--- src/rtl/lcar_pkg.sv ---
`timescale 1ns / 1ps
`default_nettype none

package lcar_pkg;

    // Fixed field widths
    localparam int MAX_CH      = 4;
    localparam int DATA_BITS   = 24;
    localparam int BIT_CNT_W   = $clog2(DATA_BITS + 1);
    localparam int CHANNELS_DEF = 4;
    localparam int Q_DEPTH     = 2;
    localparam int Q_PTR_W     = $clog2(Q_DEPTH);
    localparam int Q_CNT_W     = $clog2(Q_DEPTH + 1);

    // Register indexes
    localparam logic CFG_ACTIVE_MASK = 1'b0;
    localparam logic CFG_GAIN_MODE   = 1'b1;

    // Result status codes
    localparam logic [2:0] ST_CLOCK    = 3'd0;
    localparam logic [2:0] ST_VALUE    = 3'd1;
    localparam logic [2:0] ST_TIMEOUT  = 3'd2;
    localparam logic [2:0] ST_BAD_GAIN = 3'd3;
    localparam logic [2:0] ST_NONE     = 3'd4;

    // Request kinds
    localparam logic KIND_READ = 1'b0;
    localparam logic KIND_TICK = 1'b1;

    typedef struct packed {
        logic        kind;
        logic [3:0]  dout_levels;
        logic [15:0] wait_limit;
    } in_item_t;

    typedef struct packed {
        logic                         sck_level;
        logic [2:0]                   status;
        logic [1:0]                   channel;
        logic signed [DATA_BITS-1:0]  sample_value;
        logic                         last;
    } out_item_t;

    // One job handed from the sequencer to the result unit
    typedef struct packed {
        logic                                 is_values;
        logic                                 sck_level;
        logic [2:0]                           status;
        logic                                 last;
        logic [MAX_CH-1:0]                    mask;
        logic [MAX_CH-1:0][DATA_BITS-1:0]     vals;
    } job_t;

    typedef struct packed {
        logic valid;
        job_t job;
    } job_req_t;

endpackage

`default_nettype wire

--- src/rtl/lcar_front.sv ---
`timescale 1ns / 1ps
`default_nettype none

module lcar_front #(
    parameter int CHANNELS = lcar_pkg::CHANNELS_DEF
) (
    input  wire logic              clk,
    input  wire logic              rst_n,
    input  wire logic              accept,
    input  wire lcar_pkg::in_item_t item,
    input  wire logic              cfg_we,
    input  wire logic              cfg_index,
    input  wire logic [3:0]        cfg_data,
    output lcar_pkg::job_req_t     push
);
    import lcar_pkg::*;

    localparam int NUM_LANES = (CHANNELS < MAX_CH) ? CHANNELS : MAX_CH;
    localparam logic [MAX_CH-1:0] EN_MASK = MAX_CH'((1 << NUM_LANES) - 1);

    localparam logic [1:0] PH_IDLE  = 2'd0;
    localparam logic [1:0] PH_WAIT  = 2'd1;
    localparam logic [1:0] PH_SHIFT = 2'd2;
    localparam logic [1:0] PH_PULSE = 2'd3;

    logic [3:0]                          active_mask_reg;
    logic [1:0]                          gain_mode_reg;
    logic [1:0]                          phase_reg, phase_next;
    logic [15:0]                         wait_count_reg, wait_count_next;
    logic [BIT_CNT_W-1:0]                bit_count_reg, bit_count_next;
    logic [1:0]                          pulse_count_reg, pulse_count_next;
    logic                                clock_high_reg, clock_high_next;
    logic [NUM_LANES-1:0][DATA_BITS-1:0] shift_reg, shift_next;
    logic [MAX_CH-1:0][DATA_BITS-1:0]    snap;

    logic [MAX_CH-1:0]    m;
    logic [BIT_CNT_W-1:0] bit_inc;
    logic [1:0]           pulse_inc;
    logic [1:0]           pulses;

    function automatic job_t single(input logic sck, input logic [2:0] st, input logic lst);
        job_t j;
        j           = '0;
        j.sck_level = sck;
        j.status    = st;
        j.last      = lst;
        return j;
    endfunction

    genvar g;
    generate
        for (g = 0; g < MAX_CH; g++) begin : g_snap
            if (g < NUM_LANES) begin : g_lane
                assign snap[g] = shift_reg[g];
            end else begin : g_pad
                assign snap[g] = '0;
            end
        end
    endgenerate

    assign m         = active_mask_reg & EN_MASK;
    assign bit_inc   = bit_count_reg + BIT_CNT_W'(1);
    assign pulse_inc = pulse_count_reg + 2'd1;
    assign pulses    = (gain_mode_reg <= 2'd2) ? gain_mode_reg + 2'd1 : 2'd0;

    always_comb
    begin
        phase_next       = phase_reg;
        wait_count_next  = wait_count_reg;
        bit_count_next   = bit_count_reg;
        pulse_count_next = pulse_count_reg;
        clock_high_next  = clock_high_reg;
        shift_next       = shift_reg;
        push             = '0;
        if (accept)
        begin
            if (item.kind == KIND_READ)
            begin
                if (phase_reg == PH_IDLE)
                begin
                    if (m == '0)
                    begin
                        push.valid = 1'b1;
                        push.job   = single(1'b0, ST_NONE, 1'b1);
                    end
                    else
                    begin
                        phase_next       = PH_WAIT;
                        wait_count_next  = item.wait_limit;
                        bit_count_next   = '0;
                        pulse_count_next = '0;
                        clock_high_next  = 1'b0;
                        shift_next       = '0;
                    end
                end
            end
            else
            begin
                push.valid = 1'b1;
                case (phase_reg)
                    PH_WAIT:
                    begin
                        if ((item.dout_levels & m) == '0)
                        begin
                            phase_next      = PH_SHIFT;
                            clock_high_next = 1'b1;
                            push.job        = single(1'b1, ST_CLOCK, 1'b0);
                        end
                        else if (wait_count_reg == '0)
                        begin
                            phase_next      = PH_IDLE;
                            clock_high_next = 1'b0;
                            push.job        = single(1'b0, ST_TIMEOUT, 1'b1);
                        end
                        else
                        begin
                            wait_count_next = wait_count_reg - 16'd1;
                            push.job        = single(1'b0, ST_CLOCK, 1'b0);
                        end
                    end
                    PH_SHIFT:
                    begin
                        if (!clock_high_reg)
                        begin
                            clock_high_next = 1'b1;
                            push.job        = single(1'b1, ST_CLOCK, 1'b0);
                        end
                        else
                        begin
                            for (int i = 0; i < NUM_LANES; i++)
                            begin
                                if (m[i])
                                    shift_next[i] = {shift_reg[i][DATA_BITS-2:0],
                                                     item.dout_levels[i]};
                            end
                            clock_high_next = 1'b0;
                            bit_count_next  = bit_inc;
                            push.job        = single(1'b0, ST_CLOCK, 1'b0);
                            if (bit_inc >= BIT_CNT_W'(DATA_BITS))
                            begin
                                if (pulses == 2'd0)
                                begin
                                    phase_next = PH_IDLE;
                                    push.job   = single(1'b0, ST_BAD_GAIN, 1'b1);
                                end
                                else
                                begin
                                    phase_next       = PH_PULSE;
                                    pulse_count_next = '0;
                                end
                            end
                        end
                    end
                    PH_PULSE:
                    begin
                        if (!clock_high_reg)
                        begin
                            clock_high_next = 1'b1;
                            push.job        = single(1'b1, ST_CLOCK, 1'b0);
                        end
                        else
                        begin
                            clock_high_next  = 1'b0;
                            pulse_count_next = pulse_inc;
                            if (pulse_inc >= pulses)
                            begin
                                phase_next = PH_IDLE;
                                if (m == '0)
                                    push.job = single(1'b0, ST_NONE, 1'b1);
                                else
                                begin
                                    push.job           = single(1'b0, ST_VALUE, 1'b0);
                                    push.job.is_values = 1'b1;
                                    push.job.mask      = m;
                                    push.job.vals      = snap;
                                end
                            end
                            else
                                push.job = single(1'b0, ST_CLOCK, 1'b0);
                        end
                    end
                    default:
                    begin
                        // idle tick: clock stays low
                        phase_next      = PH_IDLE;
                        clock_high_next = 1'b0;
                        push.job        = single(1'b0, ST_CLOCK, 1'b0);
                    end
                endcase
            end
        end
    end

    always_ff @(posedge clk or negedge rst_n)
    begin
        if (!rst_n)
        begin
            active_mask_reg <= 4'd1;
            gain_mode_reg   <= 2'd0;
            phase_reg       <= PH_IDLE;
            wait_count_reg  <= '0;
            bit_count_reg   <= '0;
            pulse_count_reg <= '0;
            clock_high_reg  <= 1'b0;
            shift_reg       <= '0;
        end
        else
        begin
            if (cfg_we)
            begin
                case (cfg_index)
                    CFG_ACTIVE_MASK: active_mask_reg <= cfg_data;
                    CFG_GAIN_MODE:   gain_mode_reg   <= cfg_data[1:0];
                    default:         ;
                endcase
            end
            phase_reg       <= phase_next;
            wait_count_reg  <= wait_count_next;
            bit_count_reg   <= bit_count_next;
            pulse_count_reg <= pulse_count_next;
            clock_high_reg  <= clock_high_next;
            shift_reg       <= shift_next;
        end
    end

endmodule

`default_nettype wire

--- src/rtl/lcar_queue.sv ---
`timescale 1ns / 1ps
`default_nettype none

module lcar_queue (
    input  wire logic               clk,
    input  wire logic               rst_n,
    input  wire lcar_pkg::job_req_t push,
    input  wire logic               pop,
    output logic                    full,
    output lcar_pkg::job_req_t      head
);
    import lcar_pkg::*;

    job_t               mem [Q_DEPTH];
    logic [Q_PTR_W-1:0] wr_ptr_reg, rd_ptr_reg;
    logic [Q_CNT_W-1:0] count_reg;
    logic               do_pop;

    assign full       = (count_reg == Q_CNT_W'(Q_DEPTH));
    assign head.valid = (count_reg != '0);
    assign head.job   = mem[rd_ptr_reg];
    assign do_pop     = pop && head.valid;

    always_ff @(posedge clk)
    begin
        if (push.valid)
            mem[wr_ptr_reg] <= push.job;
    end

    always_ff @(posedge clk or negedge rst_n)
    begin
        if (!rst_n)
        begin
            wr_ptr_reg <= '0;
            rd_ptr_reg <= '0;
            count_reg  <= '0;
        end
        else
        begin
            if (push.valid)
                wr_ptr_reg <= (wr_ptr_reg == Q_PTR_W'(Q_DEPTH - 1)) ? '0 : wr_ptr_reg + 1'b1;
            if (do_pop)
                rd_ptr_reg <= (rd_ptr_reg == Q_PTR_W'(Q_DEPTH - 1)) ? '0 : rd_ptr_reg + 1'b1;
            count_reg <= count_reg + Q_CNT_W'(push.valid) - Q_CNT_W'(do_pop);
        end
    end

endmodule

`default_nettype wire

--- src/rtl/lcar_back.sv ---
`timescale 1ns / 1ps
`default_nettype none

module lcar_back (
    input  wire logic               clk,
    input  wire logic               rst_n,
    input  wire lcar_pkg::job_req_t head,
    output logic                    pop,
    output logic                    out_valid,
    input  wire logic               out_stall,
    output lcar_pkg::out_item_t     out_data
);
    import lcar_pkg::*;

    logic      cur_valid_reg, cur_valid_next;
    job_t      cur_reg, cur_next;
    logic      out_valid_reg, out_valid_next;
    out_item_t out_reg, out_next;

    logic              can_out, emit, done, cur_free;
    logic [1:0]        idx;
    logic [MAX_CH-1:0] rem;

    // lowest remaining channel
    always_comb
    begin
        idx = '0;
        for (int i = MAX_CH - 1; i >= 0; i--)
        begin
            if (cur_reg.mask[i])
                idx = 2'(i);
        end
    end

    assign rem      = cur_reg.mask & ~(MAX_CH'(1) << idx);
    assign can_out  = !out_valid_reg || !out_stall;
    assign emit     = cur_valid_reg && can_out;
    assign done     = !cur_reg.is_values || (rem == '0);
    assign cur_free = !cur_valid_reg || (emit && done);
    assign pop      = cur_free && head.valid;

    always_comb
    begin
        cur_valid_next = cur_valid_reg;
        cur_next       = cur_reg;
        out_valid_next = out_valid_reg && out_stall;
        out_next       = out_reg;
        if (emit)
        begin
            out_valid_next = 1'b1;
            if (cur_reg.is_values)
            begin
                out_next.sck_level    = 1'b0;
                out_next.status       = ST_VALUE;
                out_next.channel      = idx;
                out_next.sample_value = $signed(cur_reg.vals[idx]);
                out_next.last         = (rem == '0);
                cur_next.mask         = rem;
            end
            else
            begin
                out_next.sck_level    = cur_reg.sck_level;
                out_next.status       = cur_reg.status;
                out_next.channel      = '0;
                out_next.sample_value = '0;
                out_next.last         = cur_reg.last;
            end
        end
        if (cur_free)
        begin
            cur_valid_next = head.valid;
            cur_next       = head.job;
        end
    end

    always_ff @(posedge clk or negedge rst_n)
    begin
        if (!rst_n)
        begin
            cur_valid_reg <= 1'b0;
            out_valid_reg <= 1'b0;
        end
        else
        begin
            cur_valid_reg <= cur_valid_next;
            out_valid_reg <= out_valid_next;
        end
    end

    always_ff @(posedge clk)
    begin
        cur_reg <= cur_next;
        out_reg <= out_next;
    end

    assign out_valid = out_valid_reg;
    assign out_data  = out_reg;

endmodule

`default_nettype wire

--- src/rtl/load_cell_adc_multichannel_reader_core.sv ---
`timescale 1ns / 1ps
`default_nettype none

// Channel   Direction  Handshake             Payload
// in        input      in_valid / in_stall   in_data  (kind, dout_levels, wait_limit)
// out       output     out_valid / out_stall out_data (sck_level, status, channel,
//                                                      sample_value, last)
// cfg       input      cfg_we                cfg_index, cfg_data
//
// Each accepted request is handled by the sequencer; its result reaches the output
// register through the job queue slot, the result unit and the output stage.
// A value read turns one tick into up to four results, drained one per cycle while
// out_stall is low, so the input stalls while the two-entry job queue is full.
// Reset: sequencer idle, active_mask 1, gain_mode 0, queue empty, no result valid.
// in_stall follows the queue full flag; out_stall holds the output and backs up.
module load_cell_adc_multichannel_reader_core #(
    parameter int CHANNELS = lcar_pkg::CHANNELS_DEF
) (
    input  wire logic                clk,
    input  wire logic                rst_n,
    input  wire logic                in_valid,
    output logic                     in_stall,
    input  wire lcar_pkg::in_item_t  in_data,
    output logic                     out_valid,
    input  wire logic                out_stall,
    output lcar_pkg::out_item_t      out_data,
    input  wire logic                cfg_we,
    input  wire logic                cfg_index,
    input  wire logic [3:0]          cfg_data
);
    import lcar_pkg::*;

    job_req_t push;
    job_req_t head;
    logic     q_full;
    logic     pop;
    logic     in_accept;

    // Front takes a request whenever a job slot is free
    assign in_stall  = q_full;
    assign in_accept = in_valid && !q_full;

    // Sequencer: wait, shift and gain-pulse phases, config registers
    lcar_front #(
        .CHANNELS (CHANNELS)
    ) u_front (
        .clk       (clk),
        .rst_n     (rst_n),
        .accept    (in_accept),
        .item      (in_data),
        .cfg_we    (cfg_we),
        .cfg_index (cfg_index),
        .cfg_data  (cfg_data),
        .push      (push)
    );

    // Short job queue between sequencer and result unit
    lcar_queue u_queue (
        .clk   (clk),
        .rst_n (rst_n),
        .push  (push),
        .pop   (pop),
        .full  (q_full),
        .head  (head)
    );

    // Result unit: expands value jobs to one result per enabled channel
    lcar_back u_back (
        .clk       (clk),
        .rst_n     (rst_n),
        .head      (head),
        .pop       (pop),
        .out_valid (out_valid),
        .out_stall (out_stall),
        .out_data  (out_data)
    );

endmodule

`default_nettype wire
--- config.mk ---
export PLATFORM = sky130hd
export DESIGN_NAME = load_cell_adc_multichannel_reader_core
export DESIGN_NICKNAME = d
export VERILOG_FILES = /design/src/rtl/lcar_pkg.sv /design/src/rtl/lcar_front.sv /design/src/rtl/lcar_queue.sv /design/src/rtl/lcar_back.sv /design/src/rtl/load_cell_adc_multichannel_reader_core.sv
export SDC_FILE = /design/constraint.sdc
export NUM_CORES = 1
export LEC_CHECK = 0
export BUFFER_PORTS_ARGS = -buffer_cell sky130_fd_sc_hd__buf_4
export CAP_MARGIN = 20
export CORE_MARGIN = 4
export CORE_UTILIZATION = 55
export DETAILED_ROUTE_END_ITERATION = 8
export PLACE_DENSITY = 0.72
export SETUP_SLACK_MARGIN = 0.5
export SKIP_CTS_REPAIR_TIMING = 1
export SYNTH_ARGS = -nofsm -noshare
export SYNTH_HDL_FRONTEND = slang
export SYNTH_HIERARCHICAL = 1
export SYNTH_SLANG_ARGS = --single-unit
--- constraint.sdc ---
create_clock -name clk -period 7.8 [get_ports clk]
set_input_delay 1.56 -clock clk [delete_from_list [all_inputs] [get_ports clk]]
set_output_delay 1.56 -clock clk [all_outputs]
set_load 0.02 [all_outputs]
==> results.toml, run 1 <==
[place]
place.port_buffers = 63
place_congestion = 0.8197
post-dp-hpwl_mm = 22.28

[yosys]
yosys.area.top_type = "edfxtp_1"
synth-xor-area-share_pct = 0.3539
syn_inst = 1377
synth_mux_area_share_pct = 8.449
synth_fa_ha_area_share_pct = 0.8152
ys_types = 81
synth_compound_area_share_pct = 7.729
synth_seq_cells = 483
synth_edf_count = 349
synth.area.top_cells = "edfxtp_1 53%, dfrtp_1 17%, mux2_2 4.8%"
synth_area_um2 = 19800
async_reset_ff_share_pct = 27.74
yosysWarnings = 6
seq_area_frac_synth_pct = 69.87
syn_area_per_cell_um2 = 14.38
synth_top_area_share_pct = 52.93
syn_nets = 1420
ys.flop_type = "edfxtp_1"
yosys.area_share.simple_pct = 10.12
synth_top_family_by_area = "simple AND/OR/NAND/NOR gates"

[sta]
holdWs_ns = 0.4820
period_minus_slack_ns = 5.014
hold_viol = 0
clock_skew_ns = 0.01626
tightest_slew_ns = 1.031
finalSetupTns_ns = 0
drv_slew = 0
max_slew_margin_pct = 31.24
rsz0062_at_grt = "false"
setup_violations = 0
period_share_pct = 64.28
fmax_ghz = 0.1995

[final_layout]
largest_reg_flops = 212
ff_latch_area_um2 = 13840
layout_common_cells = "349 x edfxtp_1, 216 x nand2_1, 132 x dfrtp_1, 110 x o21ai_0, 99 x and2_1"
final_common_cell = "edfxtp_1"
multi_input_area_um2 = 5475
nFillCells = 2661
layout-drive-gt1-share_pct = 20.27
syn2layout_area_growth_pct = 11.74
antenna_cells = 0
nNetsFinal = 1473
finish.utilization_pct = 62.20

[worst_setup_path]
cp_max_fo = 58
r2r_slack_ns = 4.32
critical_path_class = "in2reg"
start_kind = "primary input"
end_kind = "flip-flop"
cp_num_buf_inv = 3
r2r_cells = 4
slowest_stage = "nor2b_4"
crit_chain = "buf_4, clkinv_1, a21oi_1, nor2b_4, buf_4"
rr_startpoint = "u_front/active_mask_reg[1]"
crit_family = "buffers and inverters"
cp.depth = 5
cp_data_arrival_time_ns = 5.18
crit_end = "u_queue/mem[0][11]"
critPathMostFrequentCell = "buf_4"
max_stage_delay_ns = 0.85
cp_data_required_time_ns = 7.97
r2r-end = "u_queue/mem[0][11]"
setup.worst_path.start = "in_data[20]"

[die]
io_pins = 64
chipHeight_um = 197.7
die_area_um2 = 39100
core_area_um2 = 35570
die_w_um = 197.7
initial_utilization_pct = 55.66
rows = 69

[cts]
clkSlewWorstSetupHoldPaths_ns = 0.06
cts_tree = "done"
numCtsBuffers = 48
cts_sinks = 483
cts_max_level = 2
cts_buffer_depth = 3
clkLatencyLatePin_ns = 0.55
cts_root_buf = "clkbuf_16"

[route]
routed_wl_mm = 38.41
vias = 11020
drt_iter0_drc = 762
antenna_left = 0
firstDrtPassIters = 5
viasPerCell = 5.707
wl_per_cell_um = 19.89
drc = 0

[outcome]
status = "finished, final reports clean"

[grt]
top_usage_layer = "met2"
antenna_found_initial = 0
grt_pass1_wl_mm = 61.02
grt_overflow = 0
grt_pass1_vias = 11160
grt_max_degree = 100
grt_usage_pct = 19.68
use_met2_pct = 32.69
met1_usage_pct = 27.14
grtUsageMet3_pct = 3.454

[power]
power_density_nw_per_um2 = 369.1
peakVddDrop_uv = 272.6
p_leak_nw = 8.261

[worst_hold_path]
holdCritPathClass = "reg2reg"

[flow_run]
max_cap_viol_count = 0
## cell usage after synthesis, types with 10 or more instances
library cell    n
mux2_2         85
edfxtp_1      349
and2_1        100
a22oi_1        27
o21ai_0       110
o22ai_1        27
nor2_1         18
nand3_1        13
nand2_1       216
clkbuf_1       34
mux2_4         31
inv_1          12
mux2i_1        25
buf_6          10
dfrtp_1       133
buf_2          20
buf_4          10
ha_1           12
## kinds of logic (layout without fill, tap and decap cells)
group,after synthesis,after routing
flip-flops,483,483
AND/OR/NAND/NOR,404,404
AO/OA/AOI/OAI,236,236
multiplexers,141,141
buffers and inverters,92,185
adder cells (fa/ha/maj),13,13
XOR/XNOR,8,8
## metal layers
metal | share of wire, % | up-vias
li1 | - | 5164
met1 | 43 | 5488
met2 | 49 | 300
met3 | 5.3 | 69
met4 | 2.6 | 0
met5 | 0 | -
## metrics by stage
step / cell area, um2 / std cells / power (W) / worst slack (ns)
after floorplan: 19800 / 1377 / 0.005319 / 2.163
after detailed placement: 20530 / 1838 / 0.005973 / 2.244
after global routing: 22120 / 1931 / 0.008557 / 2.493
after global placement: 20530 / 1838 / 0.005899 / 2.312
final: 22120 / 1931 / 0.008165 / 2.786
after CTS: 22060 / 1928 / 0.008206 / 2.800
## cell type report
type,count,area share (%)
Timing Repair Buffer,81,2.947
Sequential cell,483,62.55
Multi-Input combinational cell,802,24.75
Clock buffer,63,5.961
Clock inverter,27,0.9445
Tap cell,461,2.607
Inverter,14,0.2375
## tightest hold or removal path, delay by kind of cell (launching register included)
| family | cells | cell delay [ns] |
|---|---|---|
| AND/OR/NAND/NOR | 1 | 0.04 |
| AO/OA/AOI/OAI | 1 | 0.06 |
| flip-flops | 1 | 0.34 |
## how the worst min path moves through the flow
stage / startpoint / end / slack [ns] / cells past startpoint
floorplan: u_front/shift_reg[23] / u_front/shift_reg[23] / 0.44 / 2
finish: u_front/shift_reg[71] / u_front/shift_reg[71] / 0.48 / 2
global placement: u_front/shift_reg[71] / u_front/shift_reg[71] / 0.46 / 2
detailed placement: u_front/shift_reg[71] / u_front/shift_reg[71] / 0.47 / 2
global route: u_front/shift_reg[71] / u_front/shift_reg[71] / 0.50 / 2
CTS: u_front/shift_reg[71] / u_front/shift_reg[71] / 0.48 / 2
## power breakdown
| group | switching [W] | internal (W) | total, W | leakage [nW] |
|---|---|---|---|---|
| Sequential | 0.000336 | 0.00359 | 0.00393 | 5.09 |
| Clock | 0.000927 | 0.00129 | 0.00222 | 0.750 |
| Combinational | 0.00121 | 0.000810 | 0.00202 | 2.42 |
| Total | 0.00247 | 0.00569 | 0.00817 | 8.26 |
Power figures use the tool's default switching activity.
==> run 2, diff against run 1 <==
- ABC_AREA: not set -> 1
- clock period: 7.8 -> 5.1 ns (I/O delays scaled with it)
==> results.toml, run 2 <==
[outcome]
status = "finished, final reports clean"

[cts]
numCtsBuffers = 48
cts_buffer_depth = 3
cts_sinks = 483
clkLatencyLatePin_ns = 0.55
cts_max_level = 2
cts_root_buf = "clkbuf_16"
clkSlewWorstSetupHoldPaths_ns = 0.06
cts_tree = "done"

[sta]
max_slew_margin_pct = 27.96
clock_skew_ns = 0.01165
tightest_slew_ns = 1.081
fmax_ghz = 0.3127
holdWs_ns = 0.4885
layout_setup_ws_ns = 1.902
period_share_pct = 62.70
drv_slew = 0
finalSetupTns_ns = 0
period_minus_slack_ns = 3.198
rsz0062_at_grt = "false"
setup_violations = 0
hold_viol = 0

[yosys]
synth_edf_count = 349
ys_types = 39
seq_area_frac_synth_pct = 67.93
synth.area.top_cells = "edfxtp_1 51%, dfrtp_1 16%, nand2_1 11%"
syn_nets = 1998
yosys.area.top_type = "edfxtp_1"
synth_area_um2 = 20370
synth_seq_cells = 483
ys_top_cells_by_count = "610 x nand2_1, 349 x edfxtp_1, 227 x inv_1, 187 x nand3_1, 152 x nor2_1"
synth_top_area_share_pct = 51.46
async_reset_ff_share_pct = 27.74
yosysWarnings = 6
syn_area_per_cell_um2 = 10.42
ys.flop_type = "edfxtp_1"
synth_most_common_cell = "nand2_1"
syn_inst = 1955

[final_layout]
multi_input_area_um2 = 5137
final_area_um2 = 22770
antenna_cells = 0
nFillCells = 2869
ff_latch_area_um2 = 13840
layout_common_cells = "610 x nand2_1, 349 x edfxtp_1, 226 x inv_1, 186 x nand3_1, 150 x nor2_1"
largest_reg_flops = 212
syn2layout_area_growth_pct = 11.83
final_common_cell = "nand2_1"
nNetsFinal = 2044
layout-drive-gt1-share_pct = 10.00

[die]
chipHeight_um = 200.4
die_area_um2 = 40170
initial_utilization_pct = 55.63
rows = 70
io_pins = 64
core_area_um2 = 36610
die_w_um = 200.4

[flow_run]
max_cap_viol_count = 0

[grt]
grt_pass1_vias = 13350
grt_max_degree = 87
grt_usage_pct = 20.86
antenna_found_initial = 1
grt_overflow = 0
grt_pass1_wl_mm = 68.39

[worst_setup_path]
cp_data_required_time_ns = 5.33
end_kind = "flip-flop"
start_kind = "primary input"
cp_max_fo = 40
cp_data_arrival_time_ns = 3.43
slowest_stage = "nor2_4"
critPathMostFrequentCell = "inv_1"
critical_path_class = "in2reg"
max_stage_delay_ns = 0.65
cp_num_buf_inv = 5
crit_chain = "buf_4, inv_4, a21oi_4, nand2_1, inv_1, inv_1, nor2_4, buf_12"
crit_family = "buffers and inverters"

[route]
vias = 13280
wl_per_cell_um = 16.58
drt_iter0_drc = 1141
routed_wl_mm = 41.57
viasPerCell = 5.295
firstDrtPassIters = 6
antenna_left = 0
drc = 0

[power]
p_leak_nw = 9.611
finalPower_w = 0.01359
power_density_nw_per_um2 = 596.9
peakVddDrop_uv = 330.6

[place]
place_ws_ns = 1.305
place_congestion = 0.7918
post-dp-hpwl_mm = 25.26
place.port_buffers = 63
placedInstanceArea_um2 = 21110

[worst_hold_path]
holdCritPathClass = "reg2reg"
-- run 2: cell count changes after synthesis, moves of 31 or more --
cell	previous run	this run
and2_1	100	0
inv_1	12	227
mux2_2	85	0
mux2_4	31	0
nand2_1	216	610
nand3_1	13	187
nor2_1	18	152
-- run 2: per-stage QoR --
stage	cells	utilization (%)
4_1_cts	2503	61.95
5_1_grt	2507	62.21
6_report	2507	62.21
2_1_floorplan	1955	-
3_3_place_gp	2415	57.67
3_5_place_dp	2415	57.67
-- run 2: path summary, 6_finish.rpt --
path | cells after the start | startpoint | slack, ns | to
worst max-delay path | 8 | in_data[20] | 1.90 | u_queue/mem[0][62]
worst min-delay path | 2 | u_front/shift_reg[23] | 0.49 | u_front/shift_reg[23]
worst max register to register | 10 | u_front/gain_mode_reg[0] | 1.97 | u_queue/mem[1][4]
worst min register to register | 2 | u_front/shift_reg[23] | 0.49 | u_front/shift_reg[23]
max in group asynchronous | 2 | rst_n | 3.59 | u_front/shift_reg[21]
min in group asynchronous | 1 | rst_n | 0.53 | u_front/shift_reg[52]
-- run 2: worst reg2reg max path: cells and delay by family (launching register included) --
| family | cells | cell delay (ns) |
|---|---|---|
| AO/OA/AOI/OAI | 1 | 0.17 |
| flip-flops | 1 | 0.40 |
| adder cells (fa/ha/maj) | 2 | 0.49 |
| AND/OR/NAND/NOR | 5 | 1.07 |
| buffers and inverters | 2 | 0.75 |
-- run 2: area by class of cell --
class                   count  share of cell area, %
clock buffers              69                  6.021
clock inverters            19                 0.8570
inverters                 235                  3.906
multi-input cells        1148                  22.56
flip-flops and latches    483                  60.76
well taps                 468                  2.571
repair buffers             85                  3.324
-- run 2: cell families (layout without fill, tap and decap cells) --
kind of cell / after synthesis / after routing / share of synthesized area, %
and+or+nand+nor: 975 / 975 / 19.69
DFF: 483 / 483 / 67.93
buffers and inverters: 324 / 408 / 7.114
AOI/OAI and AO/OA: 158 / 158 / 4.399
adders and majority gates: 12 / 12 / 0.7372
xor gates and xnor gates: 3 / 3 / 0.1290
-- run 2: power breakdown --
group / leakage [nW] / switching (W) / internal [W]
sequential: 5.10 / 0.000568 / 0.00576
combinational: 3.74 / 0.00271 / 0.00108
clock: 0.771 / 0.00141 / 0.00207
total: 9.61 / 0.00469 / 0.00891
-- run 2: layer usage --
metal	routed length [um]	track usage (%)	vias to the layer above
met1	17940	28.25	6398
met3	2344	3.748	75
met5	0	0	-
met4	1161	6.711	0
li1	-	-	6449
met2	20130	34.80	353
